--- config.mk ---
export PLATFORM = sky130hd
export DESIGN_NAME = lsb_first_bit_packer_top
export DESIGN_NICKNAME = d
export VERILOG_FILES = /design/src/rtl/lsbbp_pkg.sv /design/src/rtl/lsbbp_datapath.sv /design/src/rtl/lsbbp_ctrl.sv /design/src/rtl/lsb_first_bit_packer_top.sv
export VERILOG_INCLUDE_DIRS = /design/src /design/src/rtl
export SDC_FILE = /design/constraint.sdc
export NUM_CORES = 1
export LEC_CHECK = 0
export CAP_MARGIN = 20
export CORE_UTILIZATION = 40
export DETAILED_ROUTE_END_ITERATION = 7
export DONT_BUFFER_PORTS = 1
export PLACE_DENSITY_LB_ADDON = 0.2
export REMOVE_ABC_BUFFERS = 1
export SYNTH_ARGS = -nofsm -noshare
export SYNTH_HDL_FRONTEND = slang
export SYNTH_HIERARCHICAL = 1
export SYNTH_SLANG_ARGS = --single-unit
--- constraint.sdc ---
create_clock -name i_clk -period 3.68 [get_ports i_clk]
set_input_delay 0.368 -clock i_clk [delete_from_list [all_inputs] [get_ports i_clk]]
set_output_delay 0.368 -clock i_clk [all_outputs]
set_load 0.02 [all_outputs]
--- src/rtl/assert_macros.svh ---
// Assertion helpers used by the RTL.
`ifndef ASSERT_MACROS_SVH
`define ASSERT_MACROS_SVH
`ifndef SYNTH
// Check that prop holds at every clock edge outside reset.
`define ASSERT_CLK(lbl, clk, rstn, prop, msg) \
    lbl: assert property (@(posedge clk) disable iff (!rstn) (prop)) else $error(msg);
// Check that cons holds in the cycle after ante.
`define ASSERT_NEXT(lbl, clk, rstn, ante, cons, msg) \
    lbl: assert property (@(posedge clk) disable iff (!rstn) (ante) |=> (cons)) else $error(msg);
`else
`define ASSERT_CLK(lbl, clk, rstn, prop, msg)
`define ASSERT_NEXT(lbl, clk, rstn, ante, cons, msg)
`endif
`endif

--- src/rtl/lsbbp_pkg.sv ---
`default_nettype none
package lsbbp_pkg;
    localparam logic FUNC_PUT   = 1'b0;
    localparam logic FUNC_FLUSH = 1'b1;

    localparam int COUNT_W = 7;
    localparam int VALUE_W = 64;
    localparam int BYTE_W  = 8;
    localparam int FILL_W  = 3;
    localparam int LEFT_W  = 4;
    localparam int BUF_W   = VALUE_W + BYTE_W;

    typedef struct packed {
        logic load_put;
        logic load_flush;
        logic shift;
    } t_cmd;

    typedef struct packed {
        logic put_emits;
        logic fill_nz;
        logic left_nz;
        logic last;
    } t_status;
endpackage
`default_nettype wire

--- src/rtl/lsbbp_datapath.sv ---
`default_nettype none
module lsbbp_datapath
    import lsbbp_pkg::*;
(
    input  wire logic               i_clk,
    input  wire logic               i_rst_n,
    input  wire t_cmd               i_cmd,
    input  wire logic [COUNT_W-1:0] i_bit_count,
    input  wire logic [VALUE_W-1:0] i_value,
    output t_status                 o_st,
    output logic [BYTE_W-1:0]       o_out_byte,
    output logic                    o_last
);
    logic [BUF_W-1:0]   r_buf,  n_buf;
    logic [LEFT_W-1:0]  r_left, n_left;
    logic [FILL_W-1:0]  r_fill, n_fill;

    logic [COUNT_W-1:0] cnt_sat;
    logic [VALUE_W-1:0] mask;
    logic [BUF_W-1:0]   put_buf;
    logic [COUNT_W-1:0] total;

    always_comb begin
        cnt_sat = (i_bit_count > COUNT_W'(VALUE_W)) ? COUNT_W'(VALUE_W) : i_bit_count;
        // shift of 64 or more yields zero, so the mask becomes all ones
        mask    = ~({VALUE_W{1'b1}} << cnt_sat);
        put_buf = {{VALUE_W{1'b0}}, r_buf[BYTE_W-1:0]}
                | ({{BYTE_W{1'b0}}, i_value & mask} << r_fill);
        total   = COUNT_W'(r_fill) + cnt_sat;
    end

    always_comb begin
        n_buf  = r_buf;
        n_left = r_left;
        n_fill = r_fill;
        if (i_cmd.load_put) begin
            n_buf  = put_buf;
            n_left = total[COUNT_W-1:FILL_W];
            n_fill = total[FILL_W-1:0];
        end else if (i_cmd.load_flush) begin
            n_buf  = {{VALUE_W{1'b0}}, r_buf[BYTE_W-1:0]};
            n_left = LEFT_W'(1);
            n_fill = '0;
        end else if (i_cmd.shift) begin
            n_buf  = {{BYTE_W{1'b0}}, r_buf[BUF_W-1:BYTE_W]};
            n_left = r_left - LEFT_W'(1);
        end
    end

    always_ff @(posedge i_clk) begin
        if (!i_rst_n) begin
            r_buf  <= '0;
            r_left <= '0;
            r_fill <= '0;
        end else begin
            r_buf  <= n_buf;
            r_left <= n_left;
            r_fill <= n_fill;
        end
    end

    always_comb begin
        o_st.put_emits = (total[COUNT_W-1:FILL_W] != '0);
        o_st.fill_nz   = (r_fill != '0);
        o_st.left_nz   = (r_left != '0);
        o_st.last      = (r_left == LEFT_W'(1));
        o_out_byte     = r_buf[BYTE_W-1:0];
        o_last         = o_st.last;
    end
endmodule
`default_nettype wire

--- src/rtl/lsbbp_ctrl.sv ---
`default_nettype none
`include "assert_macros.svh"
module lsbbp_ctrl
    import lsbbp_pkg::*;
(
    input  wire logic    i_clk,
    input  wire logic    i_rst_n,
    input  wire logic    i_in_valid,
    input  wire logic    i_func,
    input  wire logic    i_out_stall,
    input  wire t_status i_st,
    output t_cmd         o_cmd,
    output logic         o_in_stall,
    output logic         o_out_valid
);
    localparam logic S_IDLE = 1'b0;
    localparam logic S_EMIT = 1'b1;

    logic r_state, n_state;
    logic in_acc;

    always_comb begin
        o_in_stall  = (r_state != S_IDLE);
        o_out_valid = (r_state == S_EMIT);
        in_acc      = i_in_valid && !o_in_stall;
        o_cmd       = '0;
        n_state     = r_state;
        case (r_state)
            S_IDLE: begin
                if (in_acc) begin
                    if (i_func == FUNC_PUT) begin
                        o_cmd.load_put = 1'b1;
                        if (i_st.put_emits) n_state = S_EMIT;
                    end else if (i_st.fill_nz) begin
                        o_cmd.load_flush = 1'b1;
                        n_state          = S_EMIT;
                    end
                end
            end
            S_EMIT: begin
                if (!i_out_stall) begin
                    o_cmd.shift = 1'b1;
                    if (i_st.last) n_state = S_IDLE;
                end
            end
            default: n_state = S_IDLE;
        endcase
    end

    always_ff @(posedge i_clk) begin
        if (!i_rst_n) begin
            r_state <= S_IDLE;
        end else begin
            r_state <= n_state;
        end
    end

    `ASSERT_CLK(a_emit_has_bytes, i_clk, i_rst_n, (r_state != S_EMIT) || i_st.left_nz, "emitting with no bytes left")
    `ASSERT_NEXT(a_last_ends, i_clk, i_rst_n, (r_state == S_EMIT) && !i_out_stall && i_st.last, r_state == S_IDLE, "last word did not end emission")
    `ASSERT_CLK(a_cmd_onehot, i_clk, i_rst_n, $onehot0({o_cmd.load_put, o_cmd.load_flush, o_cmd.shift}), "conflicting datapath commands")
endmodule
`default_nettype wire

--- src/rtl/lsb_first_bit_packer_top.sv ---
// The first word of an item is offered in the cycle after the item is accepted.
// A put completes from 0 to 8 bytes and a flush with pending bits emits its partial byte;
// an empty flush emits nothing. The byte shifter emits one word a cycle unless the output
// stalls, and takes the next item only after the last word of the current one has left.
// Reset (synchronous, active low) clears the partial byte, the fill count and the controller.
`default_nettype none
module lsb_first_bit_packer_top
    import lsbbp_pkg::*;
(
    input  wire logic               i_clk,
    input  wire logic               i_rst_n,
    input  wire logic               i_in_valid,
    output logic                    o_in_stall,
    input  wire logic               i_func,
    input  wire logic [COUNT_W-1:0] i_bit_count,
    input  wire logic [VALUE_W-1:0] i_value,
    output logic                    o_out_valid,
    input  wire logic               i_out_stall,
    output logic [BYTE_W-1:0]       o_out_byte,
    output logic                    o_last
);
    // Command and status between the sequencer and the byte shifter.
    t_cmd    cmd;
    t_status st;

    // Controller: take an item when idle, then advance one word per unstalled cycle.
    lsbbp_ctrl u_ctrl (
        .i_clk       (i_clk),
        .i_rst_n     (i_rst_n),
        .i_in_valid  (i_in_valid),
        .i_func      (i_func),
        .i_out_stall (i_out_stall),
        .i_st        (st),
        .o_cmd       (cmd),
        .o_in_stall  (o_in_stall),
        .o_out_valid (o_out_valid)
    );

    // Datapath: merge masked value bits above the partial byte into a 72-bit buffer,
    // hold the low byte on the output and drop it once taken.
    lsbbp_datapath u_dp (
        .i_clk       (i_clk),
        .i_rst_n     (i_rst_n),
        .i_cmd       (cmd),
        .i_bit_count (i_bit_count),
        .i_value     (i_value),
        .o_st        (st),
        .o_out_byte  (o_out_byte),
        .o_last      (o_last)
    );
endmodule
`default_nettype wire
# Word-level counts from Yosys, hierarchy flattened

Index checks and enable logic that the tools add are counted.

Flip-flop bits (word level): 80
Input bits: 76
Output and inout port bits: 11
Word-level logic and storage cells: 46

$add $sub $neg: 2
Magnitude comparators: 1
Equality and inequality tests: 2
Shift-type cells: 2
Mux-type cells: 22
Bitwise gates (word level): 4
Reductions and logical operators: 8

Operators by type and width:

| operator                                                                | number |
|---|---|
| 72-bit two-way mux                                                      | 3 |
| 8-bit by 72-bit OR with 72-bit output                                   | 1 |
| 64-bit by 3-bit << shifter with 72-bit output                           | 1 |
| 64-bit AND                                                              | 1 |
| 64-bit NOT                                                              | 1 |
| 64-bit by 7-bit << shifter with 64-bit output, first input constant     | 1 |
| 4-bit two-way mux                                                       | 3 |
| 1-bit two-way mux                                                       | 10 |
| 3-bit by 7-bit adder with 7-bit output                                  | 1 |
| 7-bit > comparator, second input constant                               | 1 |
| 7-bit two-way mux                                                       | 1 |
| 3-bit two-way mux                                                       | 2 |
| 3-bit nonzero test                                                      | 2 |
| 4-bit by 1-bit == test with 1-bit output, second input constant         | 1 |
| 2-bit two-way mux                                                       | 2 |
| 2-bit nonzero test                                                      | 2 |
| 4-bit nonzero test                                                      | 1 |
| 4-bit by 1-bit subtractor with 4-bit output, second input constant      | 1 |
| 2-bit by 1-bit inequality test with 1-bit output, second input constant | 1 |
| 1-bit one-hot mux with 2 select lines                                   | 1 |
| 2-bit AND reduction                                                     | 1 |
| 1-bit logical AND                                                       | 1 |
| 1-bit zero test                                                         | 1 |
| 1-bit NOT                                                               | 1 |

# Longest topological paths before layout

Gate-level depths: netlist of run 1.

Word-level depth: 8
Depth in mapped cells: 13
Depth with buffers taken out: 9

# Cells and area by module

Netlist of run 1, hierarchy kept.

By module, submodules not included:

| module         | instances | cells each | area each (sq um) | sequential area each (sq um) |
|---|---|---|---|---|
| lsbbp_datapath | 1         | 858        | 6685.2            | 1561.5 |
| lsbbp_ctrl     | 1         | 10         | 85.1              | 20.0 |

# Least setup slack after synthesis of run 1

No wires, ideal clock.

Path type: flip-flop to flip-flop
Start: register u_dp.r_fill[0]
End: register u_dp.r_buf[7]
Setup time: 0.122 ns
Arrival: 2.911 ns
Required time: 3.558 ns
Path slack: 0.647 ns
Stages on the path, launching flop included: 12
Path buffers: 5
Period minus slack after synthesis: 3.033 ns
Cells stage by stage: dfxtp_1 > clkbuf_1 > buf_2 > clkbuf_1 > clkbuf_1 > or3_1 > and3_1 > clkbuf_1 > nor2_1 > nand2_1 > mux2_2 > a221o_1

RTL lines:

| what                   | RTL line             | source |
|---|---|---|
| start, declared        | lsbbp_datapath.sv:16 | `logic [FILL_W-1:0] r_fill, n_fill;` |
| start signal, assigned | lsbbp_datapath.sv:58 | `r_fill <= n_fill;` |
| end signal, assigned   | lsbbp_datapath.sv:56 | `r_buf <= n_buf;` |
| end, declared          | lsbbp_datapath.sv:14 | `logic [BUF_W-1:0] r_buf, n_buf;` |

==> impl_results.md, run 1 <==
- Status: completed
- Pwr/cell area: 356 nW/um^2
- Post-layout minimum cycle time: 2880 ps
- Starting Density: 0.409
- Antenna violations before repair: 0
- Pin count of the biggest net entering global routing: 71
- CP top delay family: simple AND/OR/NAND/NOR gates
- DR iter-0 viols: 941
- Kind of end point of the critical path: flop
- Finished Layout Cells: 1025
- Hold_buf cts: 0
- Final HPWL DP: 18800 um
- Worst hold slack: 144 ps
- Post-Route Setup TNS: 0 ps
- DR DRC count: 0
- Critical Path RT: 3950 ps
- Core Util, Final: 0.429
- CTS Root Cell: clkbuf_16
- Clk sinks: 79
- Avg Inst Size Synth: 7.80 um^2
- Post-CTS setup buffer count: 0
- Tightest Pin Transition: 880 ps
- Nets: 882
- VDD IR max: 0.233 mV
- Final WS setup: 801 ps
- Slew Limit Fails: 0
- Fin. Hold Viols: 0
- Cell breakdown of the critical path: or3_1 > and3_1 > nor2_1 > nand2_1 > nor2_1 > a31oi_1 > o211ai_1
- DIE AREA: 17400 um^2
- PostCTS Resize Cnt: 0
- RSZ-0062 raised after global routing: false
- First-pass GRT wire length: 40000 um
- Power Total: 2.52 mW
- Hold_sp: i_rst_n
- Final antenna-violating net count: 0
- TritonCTS clock tree: done
- Wire length per cell: 26.0 um
- Total area of sequential cells: 1590 um^2
- Die Wd: 132 um
- Combined buffer and inverter count along the critical path: 0
- Multi-input logic area: 4710 um^2
- Fin crit share: 0.782
- WS Path Type: flop to flop
- Slowest stage delay, CP: 640 ps
- Maximum clock rate: 347 MHz
- Number of CTS-inserted buffers: 9
- CP max FO: 16
- Setup crit start: u_dp/r_fill[2]
- Mapped Area: 6770 um^2
- Core Region: 16500 um^2
- Dpl cells: 1009
- FILL cells: 1664
- CP arrival: 3150 ps
- Max_slew headroom: 0.412
- H-Tree Depth: 3
- Final setup violation count: 0
- DR vias: 7179
- Row count: 47
- Total Routed Length: 26600 um
- Mapped Cells: 867
- Worst Clk Skew: 12.2 ps
- Total GRT Usage: 0.300
- CTS max path bufs: 2
- Slowest CP cell: nand2_1
- Clock-pin slew on the worst setup and hold paths: 70 ps
- GP Congestion: 0.958
- Worst-Skew Late Latency: 350 ps
- Maxcap violations: 0
- Grt total ovfl: 0
- Area grow syn2layout: 4.73%
- Layout cell share with drive strength beyond 1: 0.128
- Synthesis warning total: 6
- CP Launch Type: flop
- Place WS: 876 ps
- Die Ht: 132 um
- Drt pass-1 iters: 5
- Fin area: 7090 um^2
- FF-to-FF Start: u_dp/r_fill[2]
- Diodes inserted: 0
- IO Port Bufs: 0
- LEAKAGE: 2.42 nW
- Min-Delay Path Class: input pin to flop
- Most frequent CP cell: nor2_1
- Vias in the first global route: 6533
- Post-DP Area: 6780 um^2
- Number of vias per cell: 7.00
- IO Count: 87
-- metal layers --
layer  GRT usage  vias to the layer above  wire [um]
met2       0.474                      460      12100
li1            -                     3180          -
met5           0                        -          0
met1       0.390                     3482      11000
met3      0.0711                       57       2740
met4       0.125                        0        831
-- registers in the layout, summed over array words and instances (netlist names) --
| name | count |
|---|---|
| u_dp/r_buf | 71 |
| u_dp/r_left | 4 |
| u_ctrl/o_in_stall | 1 |
| u_dp/r_fill | 3 |
-- report_power, final --
part | internal, mW | switching, mW
combinational | 0.234 | 0.359
sequential | 0.912 | 0.0628
clock | 0.582 | 0.372
-- worst paths after layout --
check                                      end  slack, ps  cells after the start
worst min register to register  u_dp/r_buf[67]        480                      2
worst min-delay path             u_dp/r_buf[5]        140                      1
worst max-delay path            u_dp/r_buf[47]        800                      7
worst max register to register  u_dp/r_buf[47]        800                      7
-- placed cells by master (no fill, tap or decap), drive strengths merged, types with 4 or more instances in the layout --
cell type / count
a211o: 4
a21o: 6
a21oi: 40
a221oi: 4
a22oi: 11
a311oi: 4
a31oi: 16
and2: 11
and3: 9
buf: 19
clkbuf: 14
dfxtp: 79
ha: 5
inv: 13
mux2: 41
mux2i: 42
mux4: 12
nand2: 88
nand2b: 5
nand3: 27
nor2: 54
nor2b: 11
nor3: 9
nor3b: 5
o211a: 5
o211ai: 50
o21a: 11
o21ai: 71
o221ai: 30
o22a: 4
o22ai: 20
o311ai: 4
o32ai: 4
or2: 5
or3: 7
or4: 7
-- cell type report --
cell class	count	area share
Timing Repair Buffer	19	0.0201
Inverter	15	0.00794
Tap cell	220	0.0388
Clock inverter	2	0.00530
Sequential cell	79	0.224
Multi-Input combinational cell	676	0.665
Clock buffer	14	0.0387
No activity file was read; power rests on OpenSTA's default activity.
==> run 2, diff against run 1 <==
--- a/config.mk
+++ b/config.mk
@@ -6,6 +6,7 @@
 export SDC_FILE = /design/constraint.sdc
 export NUM_CORES = 1
 export LEC_CHECK = 0
+export ABC_AREA = 1
 export CAP_MARGIN = 20
 export CORE_UTILIZATION = 40
 export DETAILED_ROUTE_END_ITERATION = 7
==> constraint.sdc (replaced) <==
create_clock -name i_clk -period 2.3 [get_ports i_clk]
set_input_delay 0.23 -clock i_clk [delete_from_list [all_inputs] [get_ports i_clk]]
set_output_delay 0.23 -clock i_clk [all_outputs]
set_load 0.02 [all_outputs]
==> impl_results.md, run 2 <==
- DIE AREA: 17300 um^2
- Die Wd: 131 um
- Final setup violation count: 0
- Final antenna-violating net count: 0
- M2 GR Usage: 0.437
- Worst-Skew Late Latency: 350 ps
- Pwr/cell area: 574 nW/um^2
- VDD IR max: 0.370 mV
- Mapped Area: 6700 um^2
- Slowest CP cell: or4_1
- Wire length per cell: 18.5 um
- CP Launch Type: flop
- Instance count on the critical path: 11
- Crit path capture: u_ctrl/o_in_stall
- WS Path Type: flop to flop
- Fin area: 7050 um^2
- Antenna violations before repair: 5
- Commonest non-fill, non-tap cell in the layout: nand3_1
- Reg2reg path depth: 11
- Tightest Pin Transition: 775 ps
- Pin count of the biggest net entering global routing: 75
- Combined buffer and inverter count along the critical path: 1
- Mapped Cells: 1117
- Setup crit start: u_dp/r_fill[0]
- Gr busiest metal: met2
- Number of vias per cell: 5.82
- Most frequent cells in the layout: 303 x nand3_1, 191 x nand2_1, 117 x o21ai_0, 88 x inv_1, 77 x dfxtp_1
- FF-to-FF Start: u_dp/r_fill[0]
- Largest regs: u_dp/r_buf (71), u_dp/r_left (4), u_dp/r_fill (3)
- Kind of end point of the critical path: flop
- Min-Delay Path Class: input pin to flop
- DR iter-0 viols: 696
- Worst Clk Skew: 5.86 ps
- Total Routed Length: 23800 um
- PostCTS Resize Cnt: 0
- Row count: 46
- Number of CTS-inserted buffers: 9
- DR vias: 7491
- Largest register FFs: 71
- Power Total: 4.05 mW
- Met3 Usage GRT: 0.0671
- Starting Density: 0.415
- Largest reg by FF count: u_dp/r_buf
- Critical Path RT: 2530 ps
- RSZ-0062 raised after global routing: false
- Area grow syn2layout: 5.36%
- H-Tree Depth: 3
- Core Region: 16100 um^2
- Met1 usage: 0.364
- GP Congestion: 0.939
- CP max FO: 3
- R2R Path End: u_ctrl/o_in_stall
- FILL cells: 1787
- Max_slew headroom: 0.483
- Avg Inst Size Synth: 5.99 um^2
- Most frequent CP cell: nand2_1
- Total GRT Usage: 0.277
- LEAKAGE: 3.03 nW
- Grt total ovfl: 0
- Maxcap violations: 0
- Nets: 1146
- Maximum clock rate: 481 MHz
- Cell breakdown of the critical path: ha_1 > fa_1 > nand2_1 > a21oi_1 > inv_1 > a21oi_1 > or4_1 > nand2_1 > nand2_1 > nand2_1 > a21oi_2
- Post-layout minimum cycle time: 2080 ps
- First-pass GRT wire length: 37800 um
- CTS Root Cell: clkbuf_16
- Post-DP Area: 6770 um^2
- Hold_buf cts: 1
- Clock-pin slew on the worst setup and hold paths: 60 ps
- IO Count: 87
- Slew Limit Fails: 0
- Flop2flop setup slack: 220 ps
- Slowest stage delay, CP: 470 ps
- CTS max path bufs: 2
- Fin. Hold Viols: 0
- Die Ht: 131 um
- Final HPWL DP: 17500 um
- TritonCTS clock tree: done
- Clk sinks: 79
- Synthesis warning total: 6
- IO Port Bufs: 0
- CP arrival: 2310 ps
- Post-CTS setup buffer count: 0
- CP top delay family: simple AND/OR/NAND/NOR gates
- Vias in the first global route: 6830
- Status: completed
- DR DRC count: 0
- Drt pass-1 iters: 5
- Layout cell share with drive strength beyond 1: 0.0834
- Fin crit share: 0.904
==> run 2: worst min path at each step <==
stage                        from              to  slack, ps  depth (start not counted)
after detailed placement  i_rst_n   u_dp/r_buf[4]        340                          2
after global routing      i_rst_n  u_dp/r_left[2]         20                          2
after CTS                 i_rst_n   u_dp/r_buf[7]         10                          2
after floorplan           i_rst_n   u_dp/r_buf[4]        330                          2
after global placement    i_rst_n   u_dp/r_buf[4]        340                          2
final                     i_rst_n   u_dp/r_buf[7]         20                          2
==> run 2: worst reg2reg max path: stages (launching register included) <==
cell     delay, ps
dfxtp_2        330
ha_1           220
fa_1           410
nand2_1         80
a21oi_1         60
inv_1           80
a21oi_1         80
or4_1          470
nand2_1         80
nand2_1         50
nand2_1         60
a21oi_2         50
==> run 2: metrics by stage <==
stage,setup slack [ps],TNS [ps],util,hold slack (ps),cells
floorplan,-2410,-165330,-,328,1025
CTS,227,0,0.437,11.1,1283
finish,220,0,0.438,23.6,1288
global route,97.7,0,0.438,22.9,1287
global placement,78.2,0,0.420,338,1268
detailed placement,64.0,0,0.420,341,1268
==> run 2: area by class of cell <==
class                   count  area [um^2]  area share
multi-input cells         843         4270       0.606
clock buffers              13          260      0.0369
repair buffers             28          263      0.0372
clock inverters             1         5.00    0.000709
flip-flops and latches     79         1580       0.225
inverters                 103          387      0.0548
diodes                      5         12.5     0.00177
well taps                 216          270      0.0383
==> run 2: layer usage <==
| layer | wire (um) | share of wire |
|---|---|---|
| met1 | 10500 | 0.44 |
| met2 | 10600 | 0.45 |
| met3 | 1880 | 0.079 |
| met4 | 775 | 0.033 |
| met5 | 0 | 0 |
==> run 2: power by group <==
part	leakage (nW)	switching, mW	internal, mW
sequential	0.650	0.0898	1.50
combinational	2.24	0.726	0.378
clock	0.132	0.573	0.778
==> run 3, diff against run 2 <==
--- a/config.mk
+++ b/config.mk
@@ -8,7 +8,7 @@
 export LEC_CHECK = 0
 export ABC_AREA = 1
 export CAP_MARGIN = 20
-export CORE_UTILIZATION = 40
+export CORE_UTILIZATION = 59
 export DETAILED_ROUTE_END_ITERATION = 7
 export DONT_BUFFER_PORTS = 1
 export PLACE_DENSITY_LB_ADDON = 0.2
==> impl_results.md, run 3 (synthesized netlist as in run 2, its figures left out) <==
- Int Pwr: 2.80 mW
- Post-DP Area: 6640 um^2
- Final antenna-violating net count: 0
- Pwr/cell area: 602 nW/um^2
- Clock power share: 0.361
- CTS max path bufs: 2
- CP arrival: 2380 ps
- Row count: 38
- Slew Limit Fails: 0
- Largest reg by FF count: u_dp/r_buf
- Slowest CP cell: or4_1
- IO Count: 87
- RSZ-0062 raised after global routing: false
- Finished Layout Cells: 1209
- Slowest stage delay, CP: 490 ps
- DR DRC count: 0
- Commonest non-fill, non-tap cell in the layout: nand3_1
- Core Util, Final: 0.636
- Kind of end point of the critical path: flop
- Drt pass-1 iters: 6
- Pin count of the biggest net entering global routing: 75
- PostCTS Resize Cnt: 0
- Vias in the first global route: 6987
- Most frequent cells in the layout: 303 x nand3_1, 191 x nand2_1, 117 x o21ai_0, 88 x inv_1, 77 x dfxtp_1
- Antenna violations before repair: 4
- Setup crit start: u_dp/r_fill[0]
- Psw: 1.39 mW
- Number of vias per cell: 6.45
- Core Region: 10900 um^2
- Critical Path RT: 2540 ps
- Die Wd: 109 um
- Sequential Power Share: 0.380
- Maximum clock rate: 467 MHz
- Maxcap violations: 0
- Total Routed Length: 22200 um
- H-Tree Depth: 3
- Worst-Skew Late Latency: 350 ps
- Number of CTS-inserted buffers: 9
- Fin area: 6960 um^2
- Nets: 1143
- First-pass GRT wire length: 35300 um
- VDD IR max: 0.496 mV
- Total GRT Usage: 0.388
- CP max FO: 4
- Post-CTS setup buffer count: 0
- R2R Path End: u_ctrl/o_in_stall
- Largest regs: u_dp/r_buf (71), u_dp/r_left (4), u_dp/r_fill (3)
- Most frequent CP cell: nand2_1
- Die Ht: 109 um
- Fin. Hold Viols: 0
- LEAKAGE: 3.03 nW
- Layout cell share with drive strength beyond 1: 0.0827
- Flop2flop setup slack: 160 ps
- Fin crit share: 0.931
- Hold depth: 2
- Starting Density: 0.612
- CTS Root Cell: clkbuf_16
- GP Congestion: 0.962
- Switching Fraction: 0.331
- Worst Clk Skew: 6.37 ps
- Status: completed
- Dpl cells: 1189
- DIE AREA: 11800 um^2
- FF-to-FF Start: u_dp/r_fill[0]
- Wire length per cell: 18.3 um
- IO Port Bufs: 0
- Final HPWL DP: 15500 um
- DR iter-0 viols: 976
- Clock-pin slew on the worst setup and hold paths: 60 ps
- Crit path capture: u_ctrl/o_in_stall
- Largest register FFs: 71
- Post-layout minimum cycle time: 2140 ps
- Area grow syn2layout: 3.94%
- Cell breakdown of the critical path: ha_1 > fa_1 > nand2_1 > a21oi_1 > inv_1 > a21oi_1 > or4_1 > nand2_1 > nand2_1 > nand2_1 > a21oi_2
- WS Path Type: flop to flop
- Final setup violation count: 0
- Logic pwr share: 0.259
- TritonCTS clock tree: done
- Max_slew headroom: 0.479
- DR vias: 7803
- CP Launch Type: flop
- Min-Delay Path Class: input pin to flop
- Tightest Pin Transition: 782 ps
- Worst hold slack: 9.77 ps
- Clk sinks: 79
- Grt total ovfl: 0
- Reg2reg path depth: 11
## run 3: critical path, delay by kind of cell, from the launching register on
kind / cells / cell delay (ps)
AOI/OAI and AO/OA: 3 / 200
buffers and inverters: 1 / 80
and+or+nand+nor: 5 / 760
DFF: 1 / 340
adders and majority gates: 2 / 660
## run 3: layout make-up
type / count / area, um^2
sequential: 79 / 1580
timing repair buffer: 25 / 228
multi-input combinational: 843 / 4270
tap: 140 / 175
clock buffer: 9 / 225
fill: 1117 / 3980
inverter: 103 / 387
clock inverter: 5 / 75.1
antenna: 5 / 12.5
## run 3: stage by stage
| step | TNS (ps) | setup WS (ps) | total power [mW] |
|---|---|---|---|
| final | 0 | 158 | 4.19 |
| after floorplan | -165330 | -2410 | 2.37 |
| after global placement | 0 | 59.3 | 2.66 |
| after detailed placement | 0 | 14.3 | 2.67 |
| after CTS | 0 | 168 | 4.18 |
| after global routing | 0 | 7.60 | 4.41 |
## run 3: repair_timing
action / CTS / global route
endpoints found under the hold margin: 2 / 0
endpoints found under the setup margin: 0 / 0
hold buffers: 1 / 0
## run 3: how the worst min path moves through the flow
| stage | end | start |
|---|---|---|
| 2_1_floorplan | u_dp/r_buf[4] | i_rst_n |
| 3_3_place_gp | u_dp/r_buf[4] | i_rst_n |
| 3_5_place_dp | u_dp/r_buf[4] | i_rst_n |
| 4_1_cts | u_dp/r_buf[7] | i_rst_n |
| 5_1_grt | u_dp/r_buf[7] | i_rst_n |
| 6_report | u_dp/r_buf[7] | i_rst_n |
## run 3: metal layers
metal,share of wire,global-route usage,vias up
met1,0.41,0.494,3538
met3,0.10,0.108,83
li1,-,-,3744
met4,0.041,0.185,2
met2,0.45,0.602,436
met5,0.00054,0,-
## run 3: power by group through the flow
stage               registers (mW)  clock network, mW  logic, mW
finish                        1.59               1.51       1.09
global route                  1.61               1.59       1.21
CTS                           1.59               1.53       1.06
detailed placement            1.62                  0       1.05
global placement              1.61                  0       1.04
floorplan                     1.61                  0      0.752
